File: config.mk
export PLATFORM = sky130hd
export DESIGN_NAME = csma_ca_mac_controller_top
export DESIGN_NICKNAME = d
export VERILOG_FILES = /design/src/rtl/csma_pkg.sv /design/src/rtl/csma_ca_mac_controller_top.sv /design/src/rtl/csma_cfg_regs.sv /design/src/rtl/csma_engine.sv
export SDC_FILE = /design/constraint.sdc
export NUM_CORES = 1
export LEC_CHECK = 0
export ABC_AREA = 1
export BUFFER_PORTS_ARGS = -buffer_cell sky130_fd_sc_hd__buf_4
export CORE_ASPECT_RATIO = 0.6
export CORE_MARGIN = 2
export CORE_UTILIZATION = 65
export DETAILED_ROUTE_END_ITERATION = 8
export PLACE_DENSITY = 0.86
export SYNTH_ARGS = -nofsm -noshare
export SYNTH_HDL_FRONTEND = slang
export SYNTH_SLANG_ARGS = --single-unit
File: constraint.sdc
create_clock -name clock -period 5.3 [get_ports clock]
set_input_delay 1.06 -clock clock [delete_from_list [all_inputs] [get_ports clock]]
set_output_delay 1.06 -clock clock [all_outputs]
set_load 0.005 [all_outputs]
File: src/rtl/csma_pkg.sv
// ----------------------------------------------------------------------------
// CSMA/CA MAC controller package
// Event and result layouts, configuration layout and the codes they carry.
// ----------------------------------------------------------------------------
`default_nettype none

package csma_pkg;

   // Event kinds
   localparam logic [1:0] OP_TICK  = 2'd0;
   localparam logic [1:0] OP_SEND  = 2'd1;
   localparam logic [1:0] OP_FRAME = 2'd2;

   // Received frame kinds
   localparam logic [1:0] FT_DATA = 2'd0;
   localparam logic [1:0] FT_ACK  = 2'd1;
   localparam logic [1:0] FT_NACK = 2'd2;

   // Transmit commands
   localparam logic [2:0] TX_NONE   = 3'd0;
   localparam logic [2:0] TX_SEND   = 3'd1;
   localparam logic [2:0] TX_RESEND = 3'd2;
   localparam logic [2:0] TX_ACK    = 3'd3;
   localparam logic [2:0] TX_NACK   = 3'd4;

   // MAC modes
   localparam logic [2:0] MODE_IDLE    = 3'd0;
   localparam logic [2:0] MODE_DEFER   = 3'd1;
   localparam logic [2:0] MODE_FIRST   = 3'd2;
   localparam logic [2:0] MODE_WAITACK = 3'd3;
   localparam logic [2:0] MODE_RETRY   = 3'd4;

   // Broadcast address
   localparam logic [7:0] BCAST_ADDR = 8'hFF;

   // Register indexes
   localparam int CSR_ADDR_BITS = 3;
   localparam int CSR_DATA_BITS = 16;
   localparam logic [CSR_ADDR_BITS-1:0] REG_OWN_ADDR     = 3'd0;
   localparam logic [CSR_ADDR_BITS-1:0] REG_OWN_GROUP    = 3'd1;
   localparam logic [CSR_ADDR_BITS-1:0] REG_DIFS_TICKS   = 3'd2;
   localparam logic [CSR_ADDR_BITS-1:0] REG_ACK_TIMEOUT  = 3'd3;
   localparam logic [CSR_ADDR_BITS-1:0] REG_WINDOW_LOG2  = 3'd4;
   localparam logic [CSR_ADDR_BITS-1:0] REG_MAX_ATTEMPTS = 3'd5;

   typedef struct packed {
      logic [7:0]  own_addr;
      logic [7:0]  own_group;
      logic [15:0] difs_ticks;
      logic [15:0] ack_timeout_ticks;
      logic [3:0]  window_log2;
      logic [3:0]  max_attempts;
   } csma_cfg_type;

   // Packed so that the lowest field sits in the lowest bits; opcode on top.
   typedef struct packed {
      logic [1:0]  opcode;
      logic [15:0] random_draw;
      logic [7:0]  frame_group;
      logic [7:0]  frame_src;
      logic [7:0]  frame_dest;
      logic        frame_crc_ok;
      logic [1:0]  frame_type;
      logic [7:0]  dest_addr;
      logic        channel_busy;
   } csma_item_type;

   typedef struct packed {
      logic [3:0] retry_now;
      logic [2:0] mac_status;
      logic       give_up;
      logic       ack_seen;
      logic       deliver_to_app;
      logic       request_accepted;
      logic [7:0] tx_dest;
      logic [2:0] tx_command;
   } csma_result_type;

   localparam int REQ_TUSER_BITS = 2;
   localparam int ITEM_DATA_BITS = $bits(csma_item_type) - REQ_TUSER_BITS;
   localparam int REQ_TDATA_BITS = ((ITEM_DATA_BITS + 7) / 8) * 8;
   localparam int RESULT_BITS    = $bits(csma_result_type);
   localparam int RSP_TDATA_BITS = ((RESULT_BITS + 7) / 8) * 8;

endpackage

`default_nettype wire

File: src/rtl/csma_ca_mac_controller_top.sv
// ----------------------------------------------------------------------------
// CSMA/CA MAC controller top level
// Medium access controller for a shared RS485 bus with backoff and ACK retry.
// ----------------------------------------------------------------------------
// The controller takes one event beat per clock cycle (tick, send request or
// received frame) and returns exactly one result beat for each. An event
// registered at the input stage is evaluated in a single pass by the engine,
// which updates the MAC state and loads the result register on the same edge;
// the result appears on rsp_tvalid from the result register, which the engine
// loads from the input stage whenever the result register is free.
// The input stage frees itself whenever its beat moves to the result register,
// so one beat per cycle is sustained as long as the result side is drained;
// when rsp_tready is held low the stages fill and req_tready drops.
// Configuration registers are written through csr_we/csr_addr/csr_wdata and
// should be changed only while no event is in flight.
// ----------------------------------------------------------------------------
`default_nettype none

module csma_ca_mac_controller_top #(
   parameter int TIMER_BITS = 16
) (
   input  wire logic                                 clock,
   input  wire logic                                 reset,
   // Event channel
   input  wire logic                                 req_tvalid,
   output      logic                                 req_tready,
   // channel_busy, dest_addr, frame_type, frame_crc_ok, frame_dest,
   // frame_src, frame_group, random_draw (lowest bit up), zero filled
   input  wire logic [csma_pkg::REQ_TDATA_BITS-1:0] req_tdata,
   // opcode
   input  wire logic [csma_pkg::REQ_TUSER_BITS-1:0] req_tuser,
   // Result channel
   output      logic                                 rsp_tvalid,
   input  wire logic                                 rsp_tready,
   // tx_command, tx_dest, request_accepted, deliver_to_app, ack_seen,
   // give_up, mac_status, retry_now (lowest bit up), zero filled
   output      logic [csma_pkg::RSP_TDATA_BITS-1:0] rsp_tdata,
   // Configuration write port
   input  wire logic                                 csr_we,
   input  wire logic [csma_pkg::CSR_ADDR_BITS-1:0]  csr_addr,
   input  wire logic [csma_pkg::CSR_DATA_BITS-1:0]  csr_wdata
);

   csma_pkg::csma_cfg_type    cfg;
   csma_pkg::csma_item_type   item_ff;
   csma_pkg::csma_result_type result;
   csma_pkg::csma_result_type rsp_data_ff;

   logic in_valid_ff, in_valid_in;
   logic rsp_valid_ff, rsp_valid_in;
   logic out_free;
   logic fire;
   logic req_take;

   // The engine may process the held beat when the result register is empty
   // or being drained in this cycle.
   assign out_free   = !rsp_valid_ff || rsp_tready;
   assign fire       = in_valid_ff && out_free;
   assign req_tready = !in_valid_ff || fire;
   assign req_take   = req_tvalid && req_tready;

   assign in_valid_in  = req_take ? 1'b1 : (fire ? 1'b0 : in_valid_ff);
   assign rsp_valid_in = fire ? 1'b1 : (rsp_tready ? 1'b0 : rsp_valid_ff);

   always_ff @(posedge clock) begin
      if (reset) begin
         in_valid_ff  <= 1'b0;
         rsp_valid_ff <= 1'b0;
      end else begin
         in_valid_ff  <= in_valid_in;
         rsp_valid_ff <= rsp_valid_in;
      end
   end

   // Payload registers carry no reset.
   always_ff @(posedge clock) begin
      if (req_take) begin
         item_ff <= {req_tuser, req_tdata[csma_pkg::ITEM_DATA_BITS-1:0]};
      end
      if (fire) begin
         rsp_data_ff <= result;
      end
   end

   csma_cfg_regs u_cfg_regs (
      .clock     (clock),
      .reset     (reset),
      .csr_we    (csr_we),
      .csr_addr  (csr_addr),
      .csr_wdata (csr_wdata),
      .cfg       (cfg)
   );

   csma_engine #(
      .TIMER_BITS (TIMER_BITS)
   ) u_engine (
      .clock  (clock),
      .reset  (reset),
      .fire   (fire),
      .item   (item_ff),
      .cfg    (cfg),
      .result (result)
   );

   assign rsp_tvalid = rsp_valid_ff;
   assign rsp_tdata  = csma_pkg::RSP_TDATA_BITS'(rsp_data_ff);

endmodule

`default_nettype wire

File: src/rtl/csma_cfg_regs.sv
// ----------------------------------------------------------------------------
// CSMA/CA configuration registers
// Holds the station settings written through the plain write port.
// ----------------------------------------------------------------------------
`default_nettype none

module csma_cfg_regs (
   input  wire logic                                clock,
   input  wire logic                                reset,
   input  wire logic                                csr_we,
   input  wire logic [csma_pkg::CSR_ADDR_BITS-1:0] csr_addr,
   input  wire logic [csma_pkg::CSR_DATA_BITS-1:0] csr_wdata,
   output csma_pkg::csma_cfg_type                   cfg
);

   csma_pkg::csma_cfg_type cfg_ff;
   csma_pkg::csma_cfg_type cfg_in;

   always_comb begin
      cfg_in = cfg_ff;
      if (csr_we) begin
         case (csr_addr)
            csma_pkg::REG_OWN_ADDR:     cfg_in.own_addr          = csr_wdata[7:0];
            csma_pkg::REG_OWN_GROUP:    cfg_in.own_group         = csr_wdata[7:0];
            csma_pkg::REG_DIFS_TICKS:   cfg_in.difs_ticks        = csr_wdata[15:0];
            csma_pkg::REG_ACK_TIMEOUT:  cfg_in.ack_timeout_ticks = csr_wdata[15:0];
            csma_pkg::REG_WINDOW_LOG2:  cfg_in.window_log2       = csr_wdata[3:0];
            csma_pkg::REG_MAX_ATTEMPTS: cfg_in.max_attempts      = csr_wdata[3:0];
            default:                    cfg_in = cfg_ff;
         endcase
      end
   end

   always_ff @(posedge clock) begin
      if (reset) begin
         cfg_ff.own_addr          <= 8'd1;
         cfg_ff.own_group         <= 8'd0;
         cfg_ff.difs_ticks        <= 16'd10;
         cfg_ff.ack_timeout_ticks <= 16'd100;
         cfg_ff.window_log2       <= 4'd4;
         cfg_ff.max_attempts      <= 4'd3;
      end else begin
         cfg_ff <= cfg_in;
      end
   end

   assign cfg = cfg_ff;

endmodule

`default_nettype wire

File: src/rtl/csma_engine.sv
// ----------------------------------------------------------------------------
// CSMA/CA MAC engine
// MAC state registers and the single-pass event logic that updates them.
// ----------------------------------------------------------------------------
`default_nettype none

module csma_engine #(
   parameter int TIMER_BITS = 16
) (
   input  wire logic                  clock,
   input  wire logic                  reset,
   input  wire logic                  fire,
   input  csma_pkg::csma_item_type    item,
   input  csma_pkg::csma_cfg_type     cfg,
   output csma_pkg::csma_result_type  result
);

   localparam int CW = (TIMER_BITS > 16) ? TIMER_BITS : 16;
   localparam logic [TIMER_BITS-1:0] TMASK = {TIMER_BITS{1'b1}};

   logic [2:0]            mode_ff,   mode_in;
   logic                  clear_ff,  clear_in;
   logic                  run_ff,    run_in;
   logic [TIMER_BITS-1:0] difs_ff,   difs_in;
   logic [TIMER_BITS-1:0] boff_ff,   boff_in;
   logic [TIMER_BITS-1:0] ackw_ff,   ackw_in;
   logic [3:0]            retry_ff,  retry_in;
   logic [7:0]            pdest_ff,  pdest_in;

   logic [CW-1:0]         difs_lim;
   logic [CW-1:0]         ack_lim;
   logic [TIMER_BITS-1:0] difs_step;
   logic                  mine;
   csma_pkg::csma_result_type res;

   function automatic logic [TIMER_BITS-1:0] sat_inc(input logic [TIMER_BITS-1:0] v);
      return (v == TMASK) ? v : v + TIMER_BITS'(1);
   endfunction

   function automatic logic [CW-1:0] lim(input logic [15:0] v);
      logic [CW-1:0] ve;
      logic [CW-1:0] me;
      ve = CW'(v);
      me = CW'(TMASK);
      return (ve > me) ? me : ve;
   endfunction

   // Backoff draw: random value masked to the contention window 2^e - 1.
   function automatic logic [TIMER_BITS-1:0] draw(input logic [15:0] rnd,
                                                   input logic [4:0]  e);
      logic [TIMER_BITS-1:0] m;
      logic [CW-1:0]         r;
      m = ({1'b0, e} >= 6'(TIMER_BITS)) ? TMASK : ~(TMASK << e);
      r = CW'(rnd);
      return r[TIMER_BITS-1:0] & m;
   endfunction

   assign difs_lim = lim(cfg.difs_ticks);
   assign ack_lim  = lim(cfg.ack_timeout_ticks);
   assign mine     = (item.frame_dest == cfg.own_addr) ||
                     (item.frame_dest == csma_pkg::BCAST_ADDR &&
                      item.frame_group == cfg.own_group);

   always_comb begin
      mode_in   = mode_ff;
      clear_in  = clear_ff;
      run_in    = run_ff;
      difs_in   = difs_ff;
      boff_in   = boff_ff;
      ackw_in   = ackw_ff;
      retry_in  = retry_ff;
      pdest_in  = pdest_ff;
      difs_step = difs_ff;
      res       = '0;
      case (item.opcode)
         csma_pkg::OP_TICK: begin
            if (mode_ff == csma_pkg::MODE_WAITACK) begin
               ackw_in = sat_inc(ackw_ff);
            end
            if (item.channel_busy) begin
               clear_in = 1'b0;
               run_in   = 1'b0;
               difs_in  = '0;
            end else begin
               // Backoff counts down only on idle ticks and fires at zero.
               if (mode_ff == csma_pkg::MODE_FIRST || mode_ff == csma_pkg::MODE_RETRY) begin
                  if (boff_ff == '0) begin
                     res.tx_command = (mode_ff == csma_pkg::MODE_FIRST) ?
                                      csma_pkg::TX_SEND : csma_pkg::TX_RESEND;
                     res.tx_dest    = pdest_ff;
                     if (pdest_ff == csma_pkg::BCAST_ADDR) begin
                        mode_in = csma_pkg::MODE_IDLE;
                     end else begin
                        mode_in = csma_pkg::MODE_WAITACK;
                        ackw_in = '0;
                     end
                  end else begin
                     boff_in = boff_ff - TIMER_BITS'(1);
                  end
               end
               if (!clear_ff) begin
                  difs_step = sat_inc(run_ff ? difs_ff : '0);
                  difs_in   = difs_step;
                  run_in    = 1'b1;
                  if (CW'(difs_step) >= difs_lim) begin
                     clear_in = 1'b1;
                     run_in   = 1'b0;
                  end
               end
               if (clear_in) begin
                  if (mode_in == csma_pkg::MODE_DEFER) begin
                     retry_in = '0;
                     boff_in  = draw(item.random_draw, {1'b0, cfg.window_log2});
                     mode_in  = csma_pkg::MODE_FIRST;
                  end else if (mode_in == csma_pkg::MODE_WAITACK &&
                               CW'(ackw_in) >= ack_lim) begin
                     if (retry_ff < cfg.max_attempts) begin
                        boff_in  = draw(item.random_draw,
                                        {1'b0, cfg.window_log2} + {1'b0, retry_ff});
                        retry_in = retry_ff + 4'd1;
                        mode_in  = csma_pkg::MODE_RETRY;
                     end else begin
                        res.give_up = 1'b1;
                        retry_in    = '0;
                        mode_in     = csma_pkg::MODE_IDLE;
                     end
                  end
               end
            end
         end
         csma_pkg::OP_SEND: begin
            if (mode_ff == csma_pkg::MODE_IDLE) begin
               res.request_accepted = 1'b1;
               pdest_in             = item.dest_addr;
               retry_in             = '0;
               if (clear_ff) begin
                  res.tx_command = csma_pkg::TX_SEND;
                  res.tx_dest    = item.dest_addr;
                  if (item.dest_addr == csma_pkg::BCAST_ADDR) begin
                     mode_in = csma_pkg::MODE_IDLE;
                  end else begin
                     mode_in = csma_pkg::MODE_WAITACK;
                     ackw_in = '0;
                  end
               end else begin
                  mode_in = csma_pkg::MODE_DEFER;
               end
            end
         end
         csma_pkg::OP_FRAME: begin
            if (mine) begin
               if (!item.frame_crc_ok) begin
                  if (mode_ff == csma_pkg::MODE_WAITACK) begin
                     if (retry_ff < cfg.max_attempts) begin
                        boff_in  = draw(item.random_draw,
                                        {1'b0, cfg.window_log2} + {1'b0, retry_ff});
                        retry_in = retry_ff + 4'd1;
                        mode_in  = csma_pkg::MODE_RETRY;
                     end else begin
                        res.give_up = 1'b1;
                        retry_in    = '0;
                        mode_in     = csma_pkg::MODE_IDLE;
                     end
                  end
                  if (item.frame_type == csma_pkg::FT_DATA &&
                      item.frame_dest == csma_pkg::BCAST_ADDR) begin
                     res.tx_command = csma_pkg::TX_NACK;
                     res.tx_dest    = item.frame_src;
                  end
               end else if (item.frame_type == csma_pkg::FT_DATA) begin
                  res.deliver_to_app = 1'b1;
                  if (item.frame_dest != csma_pkg::BCAST_ADDR) begin
                     res.tx_command = csma_pkg::TX_ACK;
                     res.tx_dest    = item.frame_src;
                  end
               end else if (item.frame_type == csma_pkg::FT_ACK) begin
                  if (mode_ff == csma_pkg::MODE_WAITACK || mode_ff == csma_pkg::MODE_RETRY) begin
                     res.ack_seen = 1'b1;
                     retry_in     = '0;
                     mode_in      = csma_pkg::MODE_IDLE;
                  end
               end else if (item.frame_type == csma_pkg::FT_NACK) begin
                  if (mode_ff == csma_pkg::MODE_IDLE) begin
                     if (clear_ff) begin
                        res.tx_command = csma_pkg::TX_RESEND;
                        res.tx_dest    = pdest_ff;
                        if (pdest_ff == csma_pkg::BCAST_ADDR) begin
                           mode_in = csma_pkg::MODE_IDLE;
                        end else begin
                           mode_in = csma_pkg::MODE_WAITACK;
                           ackw_in = '0;
                        end
                     end else begin
                        mode_in  = csma_pkg::MODE_DEFER;
                        retry_in = '0;
                     end
                  end
               end
            end
         end
         default: begin
            res = '0;
         end
      endcase
      res.mac_status = mode_in;
      res.retry_now  = retry_in;
   end

   always_ff @(posedge clock) begin
      if (reset) begin
         mode_ff  <= csma_pkg::MODE_IDLE;
         clear_ff <= 1'b1;
         run_ff   <= 1'b0;
         difs_ff  <= '0;
         boff_ff  <= '0;
         ackw_ff  <= '0;
         retry_ff <= '0;
         pdest_ff <= '0;
      end else if (fire) begin
         mode_ff  <= mode_in;
         clear_ff <= clear_in;
         run_ff   <= run_in;
         difs_ff  <= difs_in;
         boff_ff  <= boff_in;
         ackw_ff  <= ackw_in;
         retry_ff <= retry_in;
         pdest_ff <= pdest_in;
      end
   end

   assign result = res;

endmodule

`default_nettype wire

# --- Word-level counts from Yosys, hierarchy flattened ---
# Index checks and enable logic that the tools add are counted.
totals:
  regBits: 199
classes:
  n_eq_ne: 38
  magnitude_cmp: 6
  mux: 120
  n_reduce_logical: 34
  addsub: 5
  bitwise: 8
  shifts: 2
op_table:
  columns: ["operator", "count"]
  rows:
  - ["$mux 16", 37]
  - ["$mux 11", 13]
  - ["$mux 3", 20]
  - ["$mux 4", 15]
  - ["$pmux 16 s3", 1]
  - ["$pmux 11 s3", 1]
  - ["$add 16x1->16 const B", 2]
  - ["$and 16x16->16", 2]
  - ["$eq 16x16->1 const B", 2]
  - ["$ge 16x16->1", 2]
  - ["$gt 16x16->1 const B", 2]
  - ["$not 16->16", 2]
  - ["$pmux 16 s2", 1]
  - ["$eq 8x8->1 const B", 3]
  - ["$mux 1", 23]
  - ["$eq 8x8->1", 2]
  - ["$logic_not 16->1", 1]
  - ["$ne 2x1->1 const B", 8]
  - ["$ne 2x2->1 const B", 8]
  - ["$shl 16x4->16 const A", 1]
  - ["$shl 16x5->16 const A", 1]
  - ["$sub 16x1->16 const B", 1]
  - ["$eq 3x2->1 const B", 5]
  - ["$reduce_and 2->1", 7]
  - ["other kinds (26)", 53]

# --- Logic depth before layout (Yosys ltp) ---
# Gate-level depths: netlist of run 1.
depth:
  depth_word: 15
  mapped_depth: 28
  ltp_nobuf: 28

# --- Modules after synthesis ---
# From an unflattened synthesis of run 1, not the netlist that was laid out.
hier_totals:
  cells_unflattened: 1656
  area_unflattened_um2: 11900.2
modules_own_cells:
  columns: ["module", "area_per_inst_um2", "seq_area_each_um2", "cells_per_inst", "instances"]
  rows:
  - ["csma_engine", 7214.4, 1301.2, 1235, 1]
  - ["csma_ca_mac_controller_top", 2392.3, 2322.2, 91, 1]
  - ["csma_cfg_regs", 2293.4, 1121.1, 330, 1]

# --- Least setup slack after synthesis of run 1 ---
# Ideal clock, no wire load.
synth_timing:
  path_type: "reg2reg"
  from: "register u_engine.run_ff"
  to: "register u_engine.boff_ff[2]"
  period_less_slack_ns: 3.494
  n_path_buf: 3
  t_required_ns: 5.244
  stages_incl_launch_ff: 25
  path_slack_ns: 1.806
  arrival_ns: 3.438
  cell_sequence: "dfxtp_1 > buf_4 > buf_4 > nand2_1 > inv_1 > ha_1 > nand2_1 > nor2_1 > nand3_2 > nand2_1 > nor4_1 > nand3b_1 > xor2_1 > ha_1 > nand2_1 > nor3_1 > nand3_1 > nand4_1 > clkbuf_1 > o2111ai_1 > nand2_1 > nand2_1 > nand3_1 > nand2_1 > inv_1"
synth_via:
  elab_chain_len: 11
  word_cells_on_any_way: 12
synth_rtl:
  columns: ["element", "line", "rtl"]
  rows:
  - ["start: declaration", "csma_engine.sv:23", "logic run_ff, run_in;"]
  - ["start signal: assignment", "csma_engine.sv:222", "run_ff <= run_in;"]
  - ["$mux 16 (*)", "csma_engine.sv:102", "difs_step = sat_inc(run_ff ? difs_ff : '0);"]
  - ["$add 16x1->16 or $eq 16x16->1 (tied branches)", "csma_engine.sv:37", "return (v == TMASK) ? v : v + TIMER_BITS'(1);"]
  - ["$mux 16 (*)", "csma_engine.sv:37", null]
  - ["$ge 16x16->1 (*)", "csma_engine.sv:105", "if (CW'(difs_step) >= difs_lim) begin"]
  - ["$mux 1 (*)", "csma_engine.sv:105", null]
  - ["$mux 1 (*)", "csma_engine.sv:101", "if (!clear_ff) begin"]
  - ["$mux 1 (*)", "csma_engine.sv:80", "if (item.channel_busy) begin"]
  - ["$mux 1 (*)", "csma_engine.sv:75", "case (item.opcode)"]
  - ["$mux 16 (*)", "csma_engine.sv:110", "if (clear_in) begin"]
  - ["$mux 16 (*)", "csma_engine.sv:80", null]
  - ["$pmux 16 s2 (*)", "csma_engine.sv:75", null]
  - ["end signal: assignment", "csma_engine.sv:224", "boff_ff <= boff_in;"]
  - ["end: declaration", "csma_engine.sv:25", "logic [TIMER_BITS-1:0] boff_ff, boff_in;"]
# Mark *: on every way between the ends. The rest lies on a longest branch, timed or not. The select of a mux whose other input is x is not followed.
# A chain may end at the register's enable or synchronous reset.

==> metrics.md, run 1 <==
| Metric | Value |
|---|---|
| Switch Pwr | 1.01 mW |
| Root Driver | clkbuf_16 |
| Synth top cells by count | 312 x nand2_1, 181 x nor2_1, 180 x inv_1 |
| Die Width | 175 um |
| CP Class | flip-flop to flip-flop |
| Netlist cell types | 50 |
| Synth Warn # | 0 |
| Hold endpoint | u_cfg_regs.cfg[30] |
| EDFF count, synth | 76 |
| Top-area cell type share of the netlist area | 21.7% |
| Met2 wire len | 12.8 mm |
| WL/cell | 17.1 um |
| Crit Reg-Reg Endpoint | u_engine.mode_ff[0] |
| NumNets Final | 1736 |
| Internal | 2.49 mW |
| # hold bufs at CTS | 0 |
| CP Launch Type | flip-flop |
| Gr ovfl total | 0 |
| Drt first pass iters | 6 |
| Via count | 10800 |
| Req. time, crit path | 5.64 ns |
| Worst-path fanout max | 17 |
| Synthesized netlist cell count | 1525 |
| R2r setup slk | 0.56 ns |
| Pre-CTS WS | 0.821 ns |
| CP peak stage delay | 0.72 ns |
| CTS Buf Count | 17 |
| Slew headroom | 13.8% |
| Status | finished, final reports clean |
| DP Wirelength | 23.3 mm |
| Register area share after synthesis | 41.7% |
| PD cells | 273 mW/mm2 |
| Post-CTS Repair Setup Buffers | 0 |
| Clock Latency Late Sink | 0.45 ns |
| Number of synthesized register bits | 199 |
| DRC viols | 0 |
| Post-route ant nets | 0 |
| WL final | 31.7 mm |
| Flop pwr share | 48.6% |
| FILL cells | 1297 |
| Crit path buffers/inverters | 3 |
| Tot GR Track Use | 35.0% |
| Synthesized area per cell | 7.46 um2 |
| Setup WS post-layout | 0.557 ns |
| TritonCTS clock tree | done |
| Maxcap violations | 0 |
| Core area | 0.0171 mm2 |
| Gate power share | 14.6% |
| Period Utilization, post-route | 89.5% |
| Clk_skew | 0.0126 ns |
| Setup Viol. Count Final | 0 |
| Layout area overhead | 12.9% |
| Placer Congestion | 0.989 |
| Clock-pin slew on the worst setup and hold paths | 0.07 ns |
| Most frequent cell after synthesis | nand2_1 |
| Met3 WL | 3.97 mm |
| WP data arrival | 5.09 ns |
| Slowest cell on the critical path | dfxtp_1 |
| Final Hold Fails | 0 |
| Critical Path End Type | flip-flop |
| Max Freq | 211 MHz |
| Largest net degree at the start of global routing | 70 |
| Iteration-0 DRC count of the detailed router | 1578 |
| Final Slew Violations | 0 |
| First-pass GRT wire length | 50.8 mm |
| Sw Share | 28.9% |
| Worst Tran Pin Value | 1.28 ns |
| H-tree depth | 4 |
| # port buffers | 101 |
| Layout cells sized above 1 | 10.5% |
| Max layer used | met4 |
| Synth async-reset ratio | 0% |
| Top Family by Delay on Critical Path | simple AND/OR/NAND/NOR gates |
| Row cnt | 37 |
| Final worst path period need | 4.74 ns |
| Post-CTS sizing | 0 |
| CP most frequent cell | nand2_1 |
| Hold crit path type | flip-flop to flip-flop |
| Worst R2R Path Depth | 22 |
| Initial antenna violation count | 0 |
| M1 WL | 14.4 mm |
| Initial Util | 66.4% |
| HP Start | u_cfg_regs.cfg[30] |
| Dominant synthesized flop cell | dfxtp_1 |
| Yosys top cell by area | dfxtp_1 |
| Top Ports | 108 |
| Lkg Pwr | 5.63 nW |
| RR Startpoint | u_engine.run_ff |
| Mapped Area | 0.0114 mm2 |
| N_diodes | 0 |
| Crit-path cells | nand2_1 > inv_1 > ha_1 > nand2_1 > nor2_1 > nand2_1 > nor4_1 > nand3b_1 > xor2_1 > ha_1 > nand2_1 > nor3_1 > nand3_1 > nand4_1 > buf_4 > nand2_1 > nand4_1 > nand2_1 > nand2_1 > nand2_1 > o21bai_1 > inv_1 |
| Worst VDD drop | 0.000255 V |
| Clock Power Share | 36.8% |
| Hold Path Depth | 2 |
| Die H | 106 um |
| Vias per cell | 5.83 |
| RSZ-0062 raised after global routing | no |
| Vias in the first global route | 10000 |
| Top cells by area, synth | dfxtp_1 22%, edfxtp_1 20%, nand2_1 10%, a21oi_1 6.4%, nor2_1 6.0% |
| TNS Setup | 0 ns |
| Clock sinks | 199 |
| Die area | 0.0186 mm2 |
| Clock buffer depth | 2 |
==> power by group through the flow <==
stage / Clock [mW] / Combinational, mW / Sequential, mW
floorplan: 0 / 0.327 / 1.72
finish: 1.29 / 0.511 / 1.70
detailed placement: 0 / 0.490 / 1.74
global route: 1.37 / 0.562 / 1.71
global placement: 0 / 0.476 / 1.73
CTS: 1.30 / 0.495 / 1.70
==> registers in the layout, summed over array words and instances, names as in the netlist, 3 cells and up <==
name	cells
u_cfg_regs.cfg	56
item_ff	54
rsp_tdata	22
u_engine.ackw_ff	16
u_engine.boff_ff	16
u_engine.difs_ff	16
u_engine.pdest_ff	8
u_engine.retry_ff	4
u_engine.mode_ff	3
==> per-layer routing <==
metal / GRT usage [%] / up-vias
met5: 0 / -
met3: 9.59 / 52
met1: 52.1 / 4871
met2: 49.4 / 647
li1: - / 5218
met4: 10.4 / 0
==> worst register-to-register path, cell delays in order (launching register included) <==
cell and delay, ns:
dfxtp_1 0.72, nand2_1 0.15, inv_1 0.11, ha_1 0.18, nand2_1 0.07, nor2_1 0.24
nand2_1 0.14, nor4_1 0.51, nand3b_1 0.19, xor2_1 0.22, ha_1 0.29, nand2_1 0.08
nor3_1 0.32, nand3_1 0.18, nand4_1 0.13, buf_4 0.23, nand2_1 0.25, nand4_1 0.21
nand2_1 0.07, nand2_1 0.05, nand2_1 0.09, o21bai_1 0.15, inv_1 0.06
==> layout by cell type, fill, tap and decap left out, types with 5 or more instances in the layout <==
master,instances
buf_4,109
o21ai_1,9
nand2_1,312
inv_1,179
nand3_1,74
xor2_1,36
o211ai_1,12
ha_1,48
a21oi_1,146
nand4_1,21
or2_2,7
nor2_1,181
nor2_4,6
inv_2,5
edfxtp_1,76
o21ai_0,133
a22oi_1,8
xnor2_1,16
nor4_1,8
clkbuf_16,17
dfxtp_1,123
a22o_1,8
nor3_1,24
==> logic make-up (layout without fill, tap and decap cells) <==
family / after synthesis / count (layout) / share of synthesized area (%)
simple gates: 654 / 654 / 24.9
flops: 199 / 199 / 41.7
xor+xnor: 52 / 52 / 4.00
other cells: 1 / 2 / 0.0330
buf+inv: 235 / 327 / 8.01
fa+ha+maj: 49 / 49 / 5.46
mux: 1 / 1 / 0.0880
compound gates: 334 / 334 / 15.8
==> per-stage QoR <==
step	instances	instance area, um2	hold WS (ns)	total power, mW	utilization, %
after CTS	1852	12800	0.470	3.50	75.0
final	1852	12800	0.468	3.50	75.0
after global routing	1852	12800	0.492	3.64	75.0
after detailed placement	1820	12300	0.455	2.23	71.7
after global placement	1820	12300	0.441	2.21	71.7
after floorplan	1526	11400	0.423	2.05	-
==> how the worst max path moves through the flow <==
stage / slack (ns) / to / startpoint / depth (start not counted)
3_3_place_gp: 1.06 / u_engine.boff_ff[5] / u_engine.run_ff / 21
3_5_place_dp: 0.82 / u_engine.mode_ff[0] / u_engine.run_ff / 22
2_1_floorplan: 1.81 / u_engine.boff_ff[2] / u_engine.run_ff / 24
4_1_cts: 0.79 / u_engine.mode_ff[0] / u_engine.run_ff / 22
6_report: 0.56 / u_engine.mode_ff[0] / u_engine.run_ff / 22
5_1_grt: 0.30 / u_engine.boff_ff[2] / u_engine.run_ff / 21
==> cell type report <==
type / count / area (um2) / share of cell area (%)
tap: 234 / 293 / 2.28
sequential: 199 / 4740 / 36.9
inverter: 186 / 698 / 5.44
clock inverter: 13 / 136 / 1.06
timing repair buffer: 109 / 818 / 6.37
multi-input combinational: 1092 / 5720 / 44.5
clock buffer: 19 / 433 / 3.37
Note: power is estimated with default switching activity, not from simulation.
==> run 2, diff against run 1 <==
--- a/config.mk
+++ b/config.mk
@@ -9,9 +9,9 @@
 export BUFFER_PORTS_ARGS = -buffer_cell sky130_fd_sc_hd__buf_4
 export CORE_ASPECT_RATIO = 0.6
 export CORE_MARGIN = 2
-export CORE_UTILIZATION = 65
+export CORE_UTILIZATION = 54
 export DETAILED_ROUTE_END_ITERATION = 8
-export PLACE_DENSITY = 0.86
+export PLACE_DENSITY = 0.77
 export SYNTH_ARGS = -nofsm -noshare
 export SYNTH_HDL_FRONTEND = slang
 export SYNTH_SLANG_ARGS = --single-unit
==> constraint.sdc (replaced) <==
create_clock -name clock -period 4 [get_ports clock]
set_input_delay 0.8 -clock clock [delete_from_list [all_inputs] [get_ports clock]]
set_output_delay 0.8 -clock clock [all_outputs]
set_load 0.005 [all_outputs]
==> run 2 against run 1 <==
  * Sequential power increased by 32%
  * Via count about the same
  * Combinational power increased by 39%
  * Routed wire length increased by 2.2%
  * Final cell count increased by 4.9%
  * Setup slack got worse by 0.32 ns
  * Maximum frequency increased by 26%
  * Register-to-register slack got worse by 0.32 ns
  * Non-clock buffer count increased by 46
  * Core utilization decreased by 11 points
  * Sequential share of layout area decreased by 1.3 points
==> metrics.md, run 2 (same netlist as run 1, synthesis figures left out) <==
| Metric | Value |
|---|---|
| DP Wirelength | 24.1 mm (+3.4%) |
| Drt first pass iters | 5 (-1) |
| # port buffers | 101 (unchanged) |
| Final Hold Fails | 0 (unchanged) |
| NumNets Final | 1782 (+2.6%) |
| Layout area overhead | 17.2% |
| Clock buffer depth | 2 (unchanged) |
| Flop pwr share | 48.5% (about the same) |
| CP Class | flip-flop to flip-flop |
| Initial antenna violation count | 0 (unchanged) |
| Clock Latency Late Sink | 0.45 ns (about the same) |
| Final worst path period need | 3.76 ns (-0.981 ns) |
| Placer Congestion | 1.00 (+1.5%) |
| Max Freq | 266 MHz (+26%) |
| # hold bufs at CTS | 0 (unchanged) |
| Most frequent cells in the layout | 309 x nand2_1, 179 x nor2_1, 178 x inv_1 |
| Largest net degree at the start of global routing | 48 (-31%) |
| Vias per cell | 5.56 (-4.6%) |
| Lkg Pwr | 5.85 nW (+3.9%) |
| Post-route ant nets | 0 (unchanged) |
| Vias in the first global route | 9791 (-2.4%) |
| Gate power share | 15.3% (+0.7 points) |
| WL final | 32.4 mm (+2.2%) |
| DRC viols | 0 (unchanged) |
| Core area | 0.0208 mm2 (+22%) |
| Non-filler cells, final | 1943 (+4.9%) |
| Gr ovfl total | 0 (unchanged) |
| Clock-pin slew on the worst setup and hold paths | 0.09 ns (+0.02 ns) |
| WL/cell | 16.7 um (-2.6%) |
| FILL cells | 1809 (+39%) |
| CP Launch Type | flip-flop |
| Dpl cells | 1906 (+4.7%) |
| Die Width | 191 um (+9.5%) |
| Switch Pwr | 1.38 mW (+36%) |
| Status | finished, final reports clean |
| Row cnt | 41 (+11%) |
| Die H | 116 um (+9.4%) |
| Top Ports | 108 (unchanged) |
| Tot GR Track Use | 29.7% (-5.3 points) |
| Final Slew Violations | 0 (unchanged) |
| Critical Path End Type | flip-flop |
| CTS Buf Count | 17 (unchanged) |
| Clock sinks | 199 (unchanged) |
| Worst-path fanout max | 8 (-9) |
| Largest register FFs | 56 (unchanged) |
| Setup Viol. Count Final | 0 (unchanged) |
| Initial Util | 54.6% (-12 points) |
| TNS Setup | 0 ns (unchanged) |
| Clk_skew | 0.0140 ns (+0.00136 ns) |
| Worst Tran Pin Value | 1.28 ns (-0.00444 ns) |
| Req. time, crit path | 4.35 ns (-1.29 ns) |
| Worst R2R Path Depth | 27 (+23%) |
| Most common cell after layout, fill and taps aside | nand2_1 |
| PD cells | 348 mW/mm2 (+28%) |
| Layout cells sized above 1 | 13.9% (+3.4 points) |
| Hold crit path type | flip-flop to flip-flop |
| Worst VDD drop | 0.000341 V (+34%) |
| Period Utilization, post-route | 94.1% (+4.6 points) |
| N_diodes | 0 (unchanged) |
| H-tree depth | 4 (unchanged) |
| Internal | 3.26 mW (+31%) |
| TritonCTS clock tree | done |
| Clock Power Share | 36.2% (-0.6 points) |
| Slew headroom | 14.3% (+0.56 points) |
| First-pass GRT wire length | 51.2 mm (+0.79%) |
| Iteration-0 DRC count of the detailed router | 1352 (-14%) |
| Hold Path Depth | 2 (unchanged) |
| Maxcap violations | 0 (unchanged) |
| Root Driver | clkbuf_16 |
| WP data arrival | 4.11 ns (-0.98 ns) |
| Sw Share | 29.7% (+0.76 points) |
| Die area | 0.0223 mm2 (+20%) |
| Via count | 10800 (+0.056%) |
-- run 2: cell types whose count changed in the layout (fill, tap and decap cells not counted), sizes merged --
cell and delta:
bufinv -1, inv -1, buf +46, clkinv +2, clkbuf -1, clkinvlp +1
-- run 2: cell type report --
class                   count  area (um2)  share of cell area (%)
clock buffers              18         429                    3.22
clock inverters            14         139                    1.04
inverters                 186         702                    5.27
multi-input cells        1092        5790                    43.5
flip-flops and latches    199        4750                    35.6
well taps                 279         349                    2.62
repair buffers            155        1170                    8.76
-- run 2: repair_timing --
item                                    in CTS  in global routing
gates resized for setup                      1                 20
pin swaps                                    0                  3
setup buffers                                1                  4
endpoints found under the setup margin       8                 28
-- run 2: worst max-delay path, cell delays in order, from the launching register on --
cell and delay [ns]:
dfxtp_2 0.37, nand2_1 0.09, inv_1 0.06, ha_1 0.21
nand2_1 0.10, nor2_1 0.06, buf_4 0.14, nand3_2 0.09
nand2_1 0.08, buf_4 0.14, nor2_1 0.16, nand3_1 0.14
xor2_2 0.25, ha_1 0.28, nand4_1 0.10, nor3_2 0.05
buf_4 0.14, nand3_1 0.08, buf_4 0.12, nand3_1 0.17
nor2_4 0.27, nor2_8 0.07, inv_2 0.07, nand2_2 0.06
o211ai_1 0.14, nand3_1 0.11, nand2_1 0.07, inv_1 0.03
-- run 2: power groups by stage --
stage	logic (mW)	registers, mW	clock network (mW)
after CTS	0.683	2.25	1.70
after detailed placement	0.677	2.29	0
after floorplan	0.433	2.28	0
after global placement	0.665	2.29	0
final	0.711	2.25	1.68
after global routing	0.783	2.26	1.78
-- run 2: final timing paths --
check | startpoint | end | slack (ns)
min | u_cfg_regs.cfg[31] | u_cfg_regs.cfg[31] | 0.46
max reg2reg | u_engine.run_ff | u_engine.boff_ff[5] | 0.24
max | u_engine.run_ff | u_engine.boff_ff[5] | 0.24
min reg2reg | u_cfg_regs.cfg[31] | u_cfg_regs.cfg[31] | 0.46
-- run 2: routing by layer --
| layer | track usage, % | wire length [um] | vias to the layer above |
|---|---|---|---|
| met5 | 2.78 | 89 | - |
| met4 | 7.03 | 477 | 2 |
| met3 | 10.7 | 3850 | 44 |
| met2 | 40.2 | 12600 | 504 |
| met1 | 44.3 | 15400 | 4942 |
| li1 | - | - | 5302 |
-- run 2: stage by stage --
stage	setup WS (ns)	utilization (%)	instance area, um2	power (mW)	hold slack, ns
2_1_floorplan	0.506	-	11400	2.71	0.423
3_3_place_gp	0.0939	60.7	12600	2.96	0.450
3_5_place_dp	0.00628	60.7	12600	2.97	0.456
4_1_cts	0.133	63.5	13200	4.63	0.469
5_1_grt	-0.00129	64.0	13300	4.82	0.484
6_report	0.238	64.0	13300	4.64	0.462
